## src/rtl/core/lspd_pkg.sv

```systemverilog
// Package for the lidar scan packet deframer core.
// Holds the descriptor pattern, packet layout offsets and stream widths.
// No dependencies.
package lspd_pkg;

    // Scan reply descriptor that unlocks the deframer after reset.
    localparam int unsigned DESC_LEN = 7;

    // Packet header layout, byte offsets within the packet.
    localparam int unsigned HDR_LEN = 10;
    localparam logic [3:0] POS_HEADER_LO = 4'd0;
    localparam logic [3:0] POS_HEADER_HI = 4'd1;
    localparam logic [3:0] POS_TYPE      = 4'd2;
    localparam logic [3:0] POS_COUNT     = 4'd3;
    localparam logic [3:0] POS_START_LO  = 4'd4;
    localparam logic [3:0] POS_START_HI  = 4'd5;
    localparam logic [3:0] POS_END_LO    = 4'd6;
    localparam logic [3:0] POS_END_HI    = 4'd7;
    localparam logic [3:0] POS_CHECK_LO  = 4'd8;
    localparam logic [3:0] POS_CHECK_HI  = 4'd9;

    // Width of the packet byte counter and of the payload offset.
    localparam int unsigned POS_W    = 10;
    localparam int unsigned OFFSET_W = 9;

    // Result stream widths.
    localparam int unsigned OUT_DATA_W = 104;
    localparam int unsigned OUT_USER_W = 2;

    // Result tuser bit positions.
    localparam int unsigned USER_HAS_SAMPLE = 0;
    localparam int unsigned USER_USABLE     = 1;

    // Descriptor byte at a given match index.
    function automatic logic [7:0] desc_byte(input logic [2:0] idx);
        logic [7:0] b;
        case (idx)
            3'd0:    b = 8'hA5;
            3'd1:    b = 8'h5A;
            3'd2:    b = 8'h05;
            3'd3:    b = 8'h00;
            3'd4:    b = 8'h00;
            3'd5:    b = 8'h40;
            3'd6:    b = 8'h81;
            default: b = 8'h00;
        endcase
        return b;
    endfunction

endpackage

```

## src/rtl/core/lidar_scan_packet_deframer_core.sv

```systemverilog
// Top level of the lidar scan packet deframer core.
// Hunts for the scan reply descriptor, then deframes packets into sample transfers.
// Depends on lspd_pkg and lspd_hunt.
//
//  Channel  Dir  Width     Contents
//  s_axis   in   8         rx_byte
//  m_axis   out  104+2+1   tdata: packed sample and header fields, tuser: flags,
//                          tlast: frame_last
//
// One byte is taken per cycle whenever the result register is empty or is being
// drained in the same cycle; the path from the packet byte counter and the header
// capture registers into the single result register sets this rate.
// A result appears on m_axis in the cycle after the byte that causes it.
// Reset (rst_n, asynchronous, active low) clears the hunt, the byte counter and the
// result valid flag. A stalled m_axis holds its transfer and stalls s_axis only when
// the result register is full.
module lidar_scan_packet_deframer_core
    import lspd_pkg::*;
(
    input  logic                  clk,
    input  logic                  rst_n,
    input  logic                  s_axis_tvalid,
    output logic                  s_axis_tready,
    input  logic [7:0]            s_axis_tdata,   // [7:0] rx_byte
    output logic                  m_axis_tvalid,
    input  logic                  m_axis_tready,
    // [7:0] sample_byte, [16:8] sample_position, [32:17] packet_header,
    // [40:33] packet_type, [48:41] sample_count, [64:49] start_angle,
    // [80:65] end_angle, [96:81] check_word, [103:97] zero
    output logic [OUT_DATA_W-1:0] m_axis_tdata,
    output logic [OUT_USER_W-1:0] m_axis_tuser,   // [0] has_sample, [1] frame_usable
    output logic                  m_axis_tlast    // frame_last
);

    logic in_xfer;
    logic locked;

    // Packet byte counter and captured header fields.
    logic [POS_W-1:0] pos_reg;
    logic [POS_W-1:0] pos_next;
    logic [15:0]      header_reg;
    logic [15:0]      header_next;
    logic [7:0]       type_reg;
    logic [7:0]       type_next;
    logic [7:0]       count_reg;
    logic [7:0]       count_next;
    logic [15:0]      start_reg;
    logic [15:0]      start_next;
    logic [15:0]      end_reg;
    logic [15:0]      end_next;
    logic [15:0]      check_reg;
    logic [15:0]      check_next;

    // Result register.
    logic                out_valid_reg;
    logic                out_valid_next;
    logic                out_has_reg;
    logic [7:0]          out_byte_reg;
    logic [OFFSET_W-1:0] out_pos_reg;
    logic [15:0]         out_header_reg;
    logic [7:0]          out_type_reg;
    logic [7:0]          out_count_reg;
    logic [15:0]         out_start_reg;
    logic [15:0]         out_end_reg;
    logic [15:0]         out_check_reg;
    logic                out_last_reg;
    logic                out_usable_reg;

    // Result of the byte now being taken.
    logic                res_valid;
    logic                res_has;
    logic [7:0]          res_byte;
    logic [POS_W-1:0]    res_offset;
    logic                res_last;

    assign s_axis_tready = !out_valid_reg || m_axis_tready;
    assign in_xfer       = s_axis_tvalid && s_axis_tready;

    // Bytes go to the hunter until the descriptor has been seen.
    lspd_hunt u_hunt
    (
        .clk        (clk),
        .rst_n      (rst_n),
        .byte_valid (in_xfer),
        .byte_data  (s_axis_tdata),
        .locked     (locked)
    );

    always_comb
    begin
        pos_next    = pos_reg;
        header_next = header_reg;
        type_next   = type_reg;
        count_next  = count_reg;
        start_next  = start_reg;
        end_next    = end_reg;
        check_next  = check_reg;
        res_valid   = 1'b0;
        res_has     = 1'b0;
        res_byte    = 8'd0;
        res_offset  = '0;
        res_last    = 1'b0;

        if (in_xfer && locked)
        begin
            if (pos_reg < POS_W'(HDR_LEN))
            begin
                // Header bytes are captured in place; multi-byte fields are little-endian.
                case (pos_reg[3:0])
                    POS_HEADER_LO: header_next = {header_reg[15:8], s_axis_tdata};
                    POS_HEADER_HI: header_next = {s_axis_tdata, header_reg[7:0]};
                    POS_TYPE:      type_next   = s_axis_tdata;
                    POS_COUNT:     count_next  = s_axis_tdata;
                    POS_START_LO:  start_next  = {start_reg[15:8], s_axis_tdata};
                    POS_START_HI:  start_next  = {s_axis_tdata, start_reg[7:0]};
                    POS_END_LO:    end_next    = {end_reg[15:8], s_axis_tdata};
                    POS_END_HI:    end_next    = {s_axis_tdata, end_reg[7:0]};
                    POS_CHECK_LO:  check_next  = {check_reg[15:8], s_axis_tdata};
                    POS_CHECK_HI:  check_next  = {s_axis_tdata, check_reg[7:0]};
                    default:       check_next  = check_reg;
                endcase
                // An empty packet closes on its last check-word byte with a marker result.
                if ((pos_reg[3:0] == POS_CHECK_HI) && (count_reg == 8'd0))
                begin
                    res_valid = 1'b1;
                    res_last  = 1'b1;
                    pos_next  = '0;
                end
                else
                begin
                    pos_next = pos_reg + POS_W'(1);
                end
            end
            else
            begin
                // Payload byte: its offset runs from zero to twice the sample count less one.
                res_valid  = 1'b1;
                res_has    = 1'b1;
                res_byte   = s_axis_tdata;
                res_offset = pos_reg - POS_W'(HDR_LEN);
                res_last   = ((res_offset + POS_W'(1)) >= {1'b0, count_reg, 1'b0});
                pos_next   = res_last ? '0 : (pos_reg + POS_W'(1));
            end
        end

        if (res_valid)
        begin
            out_valid_next = 1'b1;
        end
        else if (m_axis_tready)
        begin
            out_valid_next = 1'b0;
        end
        else
        begin
            out_valid_next = out_valid_reg;
        end
    end

    always_ff @(posedge clk or negedge rst_n)
    begin
        if (!rst_n)
        begin
            pos_reg       <= '0;
            out_valid_reg <= 1'b0;
        end
        else
        begin
            pos_reg       <= pos_next;
            out_valid_reg <= out_valid_next;
        end
    end

    // Header capture and result payload need no reset: every field is written
    // before any result can use it.
    always_ff @(posedge clk)
    begin
        header_reg <= header_next;
        type_reg   <= type_next;
        count_reg  <= count_next;
        start_reg  <= start_next;
        end_reg    <= end_next;
        check_reg  <= check_next;
        if (res_valid)
        begin
            out_has_reg    <= res_has;
            out_byte_reg   <= res_byte;
            out_pos_reg    <= res_offset[OFFSET_W-1:0];
            out_header_reg <= header_next;
            out_type_reg   <= type_next;
            out_count_reg  <= count_next;
            out_start_reg  <= start_next;
            out_end_reg    <= end_next;
            out_check_reg  <= check_next;
            out_last_reg   <= res_last;
            out_usable_reg <= (count_next > 8'd1);
        end
    end

    assign m_axis_tvalid = out_valid_reg;
    assign m_axis_tdata  = {7'd0, out_check_reg, out_end_reg, out_start_reg, out_count_reg,
                            out_type_reg, out_header_reg, out_pos_reg, out_byte_reg};
    assign m_axis_tuser  = {out_usable_reg, out_has_reg};
    assign m_axis_tlast  = out_last_reg;

endmodule

```

## src/rtl/core/lspd_hunt.sv

```systemverilog
// Descriptor hunter for the lidar scan packet deframer core.
// Watches accepted bytes after reset until the scan reply descriptor is seen.
// Depends on lspd_pkg.
module lspd_hunt
    import lspd_pkg::*;
(
    input  logic       clk,
    input  logic       rst_n,
    input  logic       byte_valid,
    input  logic [7:0] byte_data,
    output logic       locked
);

    logic       hunting_reg;
    logic       hunting_next;
    logic [2:0] match_reg;
    logic [2:0] match_next;
    logic [2:0] match_cur;
    logic [3:0] match_inc;

    always_comb
    begin
        hunting_next = hunting_reg;
        match_next   = match_reg;
        match_cur    = (match_reg >= 3'(DESC_LEN)) ? 3'd0 : match_reg;
        match_inc    = 4'd0;
        if (byte_valid && hunting_reg)
        begin
            // A mismatch restarts the match; the descriptor's first byte appears only once.
            if (byte_data == desc_byte(match_cur))
            begin
                match_inc = {1'b0, match_cur} + 4'd1;
            end
            else if (byte_data == desc_byte(3'd0))
            begin
                match_inc = 4'd1;
            end
            if (match_inc >= 4'(DESC_LEN))
            begin
                hunting_next = 1'b0;
                match_next   = 3'd0;
            end
            else
            begin
                match_next = match_inc[2:0];
            end
        end
    end

    always_ff @(posedge clk or negedge rst_n)
    begin
        if (!rst_n)
        begin
            hunting_reg <= 1'b1;
            match_reg   <= 3'd0;
        end
        else
        begin
            hunting_reg <= hunting_next;
            match_reg   <= match_next;
        end
    end

    assign locked = !hunting_reg;

endmodule

```

## config.mk

```make
export PLATFORM = sky130hd
export DESIGN_NAME = lidar_scan_packet_deframer_core
export DESIGN_NICKNAME = d
export VERILOG_FILES = /design/src/rtl/core/lspd_pkg.sv /design/src/rtl/core/lidar_scan_packet_deframer_core.sv /design/src/rtl/core/lspd_hunt.sv
export SDC_FILE = /design/constraint.sdc
export NUM_CORES = 1
export LEC_CHECK = 0
export BUFFER_PORTS_ARGS = -buffer_cell sky130_fd_sc_hd__buf_2
export CORE_AREA = 2 2 141 143
export CTS_CLUSTER_SIZE = 28
export DETAILED_ROUTE_END_ITERATION = 10
export DIE_AREA = 0 0 143 145
export SETUP_SLACK_MARGIN = 0.15
export SLEW_MARGIN = 30
export SYNTH_ARGS = -nofsm -noshare
export SYNTH_HDL_FRONTEND = slang
export SYNTH_SLANG_ARGS = --single-unit
```

## constraint.sdc

```tcl
create_clock -name clk -period 9.1 [get_ports clk]
set_input_delay 2.275 -clock clk [delete_from_list [all_inputs] [get_ports clk]]
set_output_delay 2.275 -clock clk [all_outputs]
set_load 0.005 [all_outputs]
```

### After elaboration in Yosys (flattened, before gate mapping)

Index checks and enable logic that the tools add are counted.

| operators by class | value |
|---|---|
| equal/unequal tests | 15 |
| reduce and logical (&&, ||, !) cells | 13 |
| bitwise logic cells | 1 |
| mux-type cells | 35 |
| add/sub/neg operators | 4 |
| magnitude comparators | 5 |

Operators by type and width:

| kind | count |
|---|---|
| $mux W16 | 8 |
| $pmux W16 S2 | 4 |
| $mux W8 | 7 |
| $pmux W8 S5 | 1 |
| $mux W10 | 3 |
| $add A10 B1 Y10 const B | 2 |
| $eq A4 B3 Y1 const B | 4 |
| $ge A10 B9 Y1 | 1 |
| $lt A10 B4 Y1 const B | 1 |
| $sub A10 B4 Y10 const B | 1 |
| $eq A4 B2 Y1 const B | 2 |
| $eq A4 B4 Y1 const B | 2 |
| $eq A8 B8 Y1 | 1 |
| $eq A8 B8 Y1 const B | 1 |
| $gt A8 B1 Y1 const B | 1 |
| $logic_not A8 Y1 | 1 |
| $mux W1 | 8 |
| $mux W4 | 2 |
| $eq A3 B3 Y1 const B | 2 |
| $mux W3 | 2 |
| $add A3 B1 Y4 const B | 1 |
| $eq A4 B1 Y1 const B | 1 |
| $ge A4 B3 Y1 const B | 1 |
| $logic_and A1 B1 Y1 | 4 |
| other kinds (11) | 12 |

| storage, ports and cells | value |
|---|---|
| output and inout bits | 109 |
| register bits after elaboration | 195 |
| input bits | 12 |

### Longest topological paths before layout

| depth | value |
|---|---|
| word-level depth | 10 |
| depth in mapped cells | 16 |
| mapped depth without buffers | 13 |

### Hierarchy

A second synthesis with hierarchy kept.

| unflattened totals | value |
|---|---|
| cell total of the unflattened synthesis | 562 |
| area, all modules | 7694.9 um2 |

Modules (own cells, without submodules):

| module | area an instance (um2) | cells an instance | instances |
|---|---|---|---|
| lidar_scan_packet_deframer_core | 7231.9 | 506 | 1 |
| lspd_hunt | 462.9 | 56 | 1 |

### Least setup slack after synthesis

Ideal clock, no wire load.

| timing | value |
|---|---|
| path kind | input -> register |
| start | in m_axis_tready |
| end | reg pos_reg[1] |
| data arrival time | 6298 ps |
| library setup time | 312 ps |
| stages | 6 |
| path slack | 2490 ps |
| cell sequence | nor2b_1 -> inv_1 -> nand3_1 -> nor2_1 -> clkbuf_1 -> a32oi_2 |

| between the ends | value |
|---|---|
| word-level cells in the longest chain between the ends | 3 |

RTL lines:

| what | RTL line | RTL |
|---|---|---|
| start: declaration | lidar_scan_packet_deframer_core.sv:26 | `input logic m_axis_tready,` |
| $logic_or A1 B1 Y1 | lidar_scan_packet_deframer_core.sv:76 | `assign s_axis_tready = !out_valid_reg \|\| m_axis_tready;` |
| named net s_axis_tready | lidar_scan_packet_deframer_core.sv:23 | `output logic s_axis_tready,` |
| $logic_and A1 B1 Y1 | lidar_scan_packet_deframer_core.sv:77 | `assign in_xfer = s_axis_tvalid && s_axis_tready;` |
| $logic_and A1 B1 Y1 | lidar_scan_packet_deframer_core.sv:104 | `if (in_xfer && locked)` |
| end signal: assignment | lidar_scan_packet_deframer_core.sv:169 | `pos_reg <= pos_next;` |
| end: declaration | lidar_scan_packet_deframer_core.sv:39 | `logic [POS_W-1:0] pos_reg;` |

The timed path passes the listed nets, and every way through them passes these cells.
A chain may end at the register's enable or synchronous reset.

### Worst setup path in the final report

| timing | value |
|---|---|
| start | in m_axis_tready |
| end | out s_axis_tready |

| between the ends | value |
|---|---|
| word-level cells in the longest chain between the ends | 1 |

RTL lines:

| what | RTL line |
|---|---|
| $logic_or A1 B1 Y1 | lidar_scan_packet_deframer_core.sv:76 |
| end: declaration | lidar_scan_packet_deframer_core.sv:23 |

Every way passes these cells.

==> impl_metrics.yaml <==
outcome:
  status: "finished, final reports clean"
floorplan:
  die-width_um: 143
  die_height_um: 145
  io_pins: 121
  dieArea_um2: 20700
  core_ar_um2: 19200
  placement_rows: 51
  initial_utilization: 0.394
clocking:
  number_of_gates_given_a_new_drive_strength_after_cts: 0
  cts.clk_slew.worst_paths_ns: 0.06
  tritoncts.num_buffers: 17
  cts_setup_buffers: 0
  clock_insertion_delay_worst_skew_ns: 0.44
  cts-root-to-sink-buffers: 2
  cts_hold_buf: 0
  htree_num_levels: 4
  clkSinkCount: 195
  cts_tree: "yes"
  ctsRootBufferMaster: "clkbuf_16"
synthesis:
  yosysWarnings: 0
  synth_top_cells_by_count: "edfxtp_1 (100), dfxtp_1 (80), a22o_1 (64), nand2_1 (35)"
  yosys_reg_bits: 195
  synth.top_cell.area_share: 0.397
  syn-instance-count: 561
  post-synth-top-count-cell: "edfxtp_1"
  post_synth_num_cell_types: 62
  synth_top_area_cell: "edfxtp_1"
  ys_seq_area_frac: 0.659
  yosys_most_used_dff: "edfxtp_1"
  synthesis.area_um2: 7560
  async_reset_ff_frac: 0.0769
  synth_area_per_inst_um2: 13.5
  synth_edf_count: 100
  leading_cell_types_by_total_area_after_synthesis: "edfxtp_1 (40%), dfxtp_1 (21%), a22o_1 (7.4%)"
setup_path:
  timing.critical_path.to_type: "primary output"
  timing.setup.critical_path_class: "in2out"
  cp_launch_type: "primary input"
  arrival_ns: 2.95
  timing.critical_path.fanout_max: 6
  crit_required_ns: 6.83
routing:
  postRouteAntennaNets: 0
  number_of_remaining_drc_errors: 0
  detailroute.via_count: 4913
  wl_per_cell_um: 18.4
  drt-initial-drc-count: 358
  viasPerCell: 5.20
  detail_route.wirelength_mm: 17.4
  dr.pass1.iters: 4
power:
  power_leakage_uw: 0.00354
  p_seq_frac: 0.459
  p_sw_uw: 1120
  comb_power_share: 0.330
  clkPwrFrac: 0.212
  power-per-cell-area_nw_per_um2: 374
  switching_share_of_total_power: 0.337
  ir_worst_vdd_uv: 167
  internal_power_uw: 2210
global_routing:
  antenna_found_initial: 0
  grt_util_met2: 0.273
  groute.layer.met3.usage: 0.0366
  globalRouteTotalUtil: 0.172
  grt.busiest_layer: "met2"
  vias_in_the_first_global_route: 4826
  grt_overflow_total: 0
  grt_pass1_wl_mm: 27.2
  use_met1: 0.231
  pin_count_of_the_biggest_net_entering_global_routing: 78
sta:
  finalSetupTns_ns: 0
  finalHoldViolations: 0
  maxSlewHeadroom: 0.441
  period_needed_ns: 5.22
  setup-violations-final: 0
  finalMaxSlewViolations: 0
  unrepaired_setup_endpoints_after_global_routing: "false"
  final_hold_slack_ns: 0.471
  max_clock_freq_mhz: 192
  timing_worst_slew_pin_value_ns: 0.831
  fin_ws_ns: 3.88
  final.setup_skew_ns: 0.0123
  finalCritPeriodShare: 0.574
placement:
  placement.cell_area_um2: 8310
  io_buffers: 113
  gp_routability_congestion: 0.847
  dp_slack_ns: 3.67
  place.detailed.hpwl_mm: 11.6
cells_and_area:
  final_core_utilization: 0.464
  antenna_cells: 0
  drive_gt1_frac: 0.254
  finish.net_count: 698
  num-fill-cells: 1740
  area_growth_syn_to_layout_pct: 17.9
  layout.cell_area.non_filler_um2: 8910
hold_path:
  hp-class: "reg2reg"
job:
  cap_violations: 0
-- final timing paths --
kind / from / to / slack (ns) / depth (start not counted)
worst min register to register: type_reg[7] / type_reg[7] / 0.47 / 1
worst max register to register: pos_reg[2] / m_axis_tlast / 4.88 / 11
worst min-delay path: type_reg[7] / type_reg[7] / 0.47 / 1
worst max-delay path: m_axis_tready / s_axis_tready / 3.88 / 4
max in group asynchronous: rst_n / u_hunt.hunting_reg / 7.05 / 1
min in group asynchronous: rst_n / m_axis_tvalid / 1.75 / 1
-- area by class of cell --
type / instances / area, um2 / share of cell area
Clock buffer: 19 / 443 / 0.0497
Clock inverter: 13 / 114 / 0.0128
Tap cell: 265 / 332 / 0.0372
Timing Repair Buffer: 116 / 612 / 0.0687
Sequential cell: 195 / 4980 / 0.559
Inverter: 23 / 86.3 / 0.00969
Multi-Input combinational cell: 314 / 2340 / 0.263
-- worst max-delay path, cell delays in order --
cell and delay [ns]:
buf_2 0.10, nor2b_1 0.26, inv_1 0.16, buf_2 0.16
-- cells by family (layout without fill, tap and decap cells) --
| kind of cell | Yosys count | in the layout | share of synthesized area |
|---|---|---|---|
| flops | 195 | 195 | 0.659 |
| other cells | 1 | 7 | 0.000496 |
| xor+xnor | 25 | 25 | 0.0290 |
| buf+inv | 58 | 171 | 0.0361 |
| fa+ha+maj | 19 | 19 | 0.0315 |
| compound gates | 118 | 118 | 0.125 |
| simple gates | 134 | 134 | 0.102 |
| mux | 11 | 11 | 0.0161 |
-- cell usage in the layout (no fill, tap or decap), types with 7 or more instances in the layout --
cell	Yosys	final
o21ai_0	10	10
a31oi_1	9	9
buf_2	5	113
dfxtp_1	80	80
xor2_1	8	8
mux2_2	9	9
xnor2_1	17	17
nand3_1	8	8
clkbuf_16	0	17
edfxtp_1	100	100
inv_1	23	23
nor2_1	23	22
nand2_1	35	35
conb_1	1	7
nor3_1	11	11
a22o_1	64	64
ha_1	19	19
and3_1	11	11
dfrtp_1	14	14
-- metrics by stage --
step           power (uW)  std cells
3_3_place_gp         2590        912
6_report             3330        945
3_5_place_dp         2630        912
5_1_grt              3530        945
2_1_floorplan        2260        567
4_1_cts              3340        944
-- power by group through the flow --
stage / Combinational (uW) / Sequential [uW] / Clock (uW)
floorplan: 720 / 1540 / 0
global placement: 1040 / 1550 / 0
detailed placement: 1080 / 1550 / 0
CTS: 1090 / 1530 / 715
global route: 1220 / 1560 / 754
finish: 1100 / 1530 / 705
-- routing by layer --
layer	wire length (um)	part of all wire
met5	0	0
met4	315	0.018
met3	917	0.053
met2	8350	0.48
met1	7830	0.45
(Power assumes the default switching activity.)
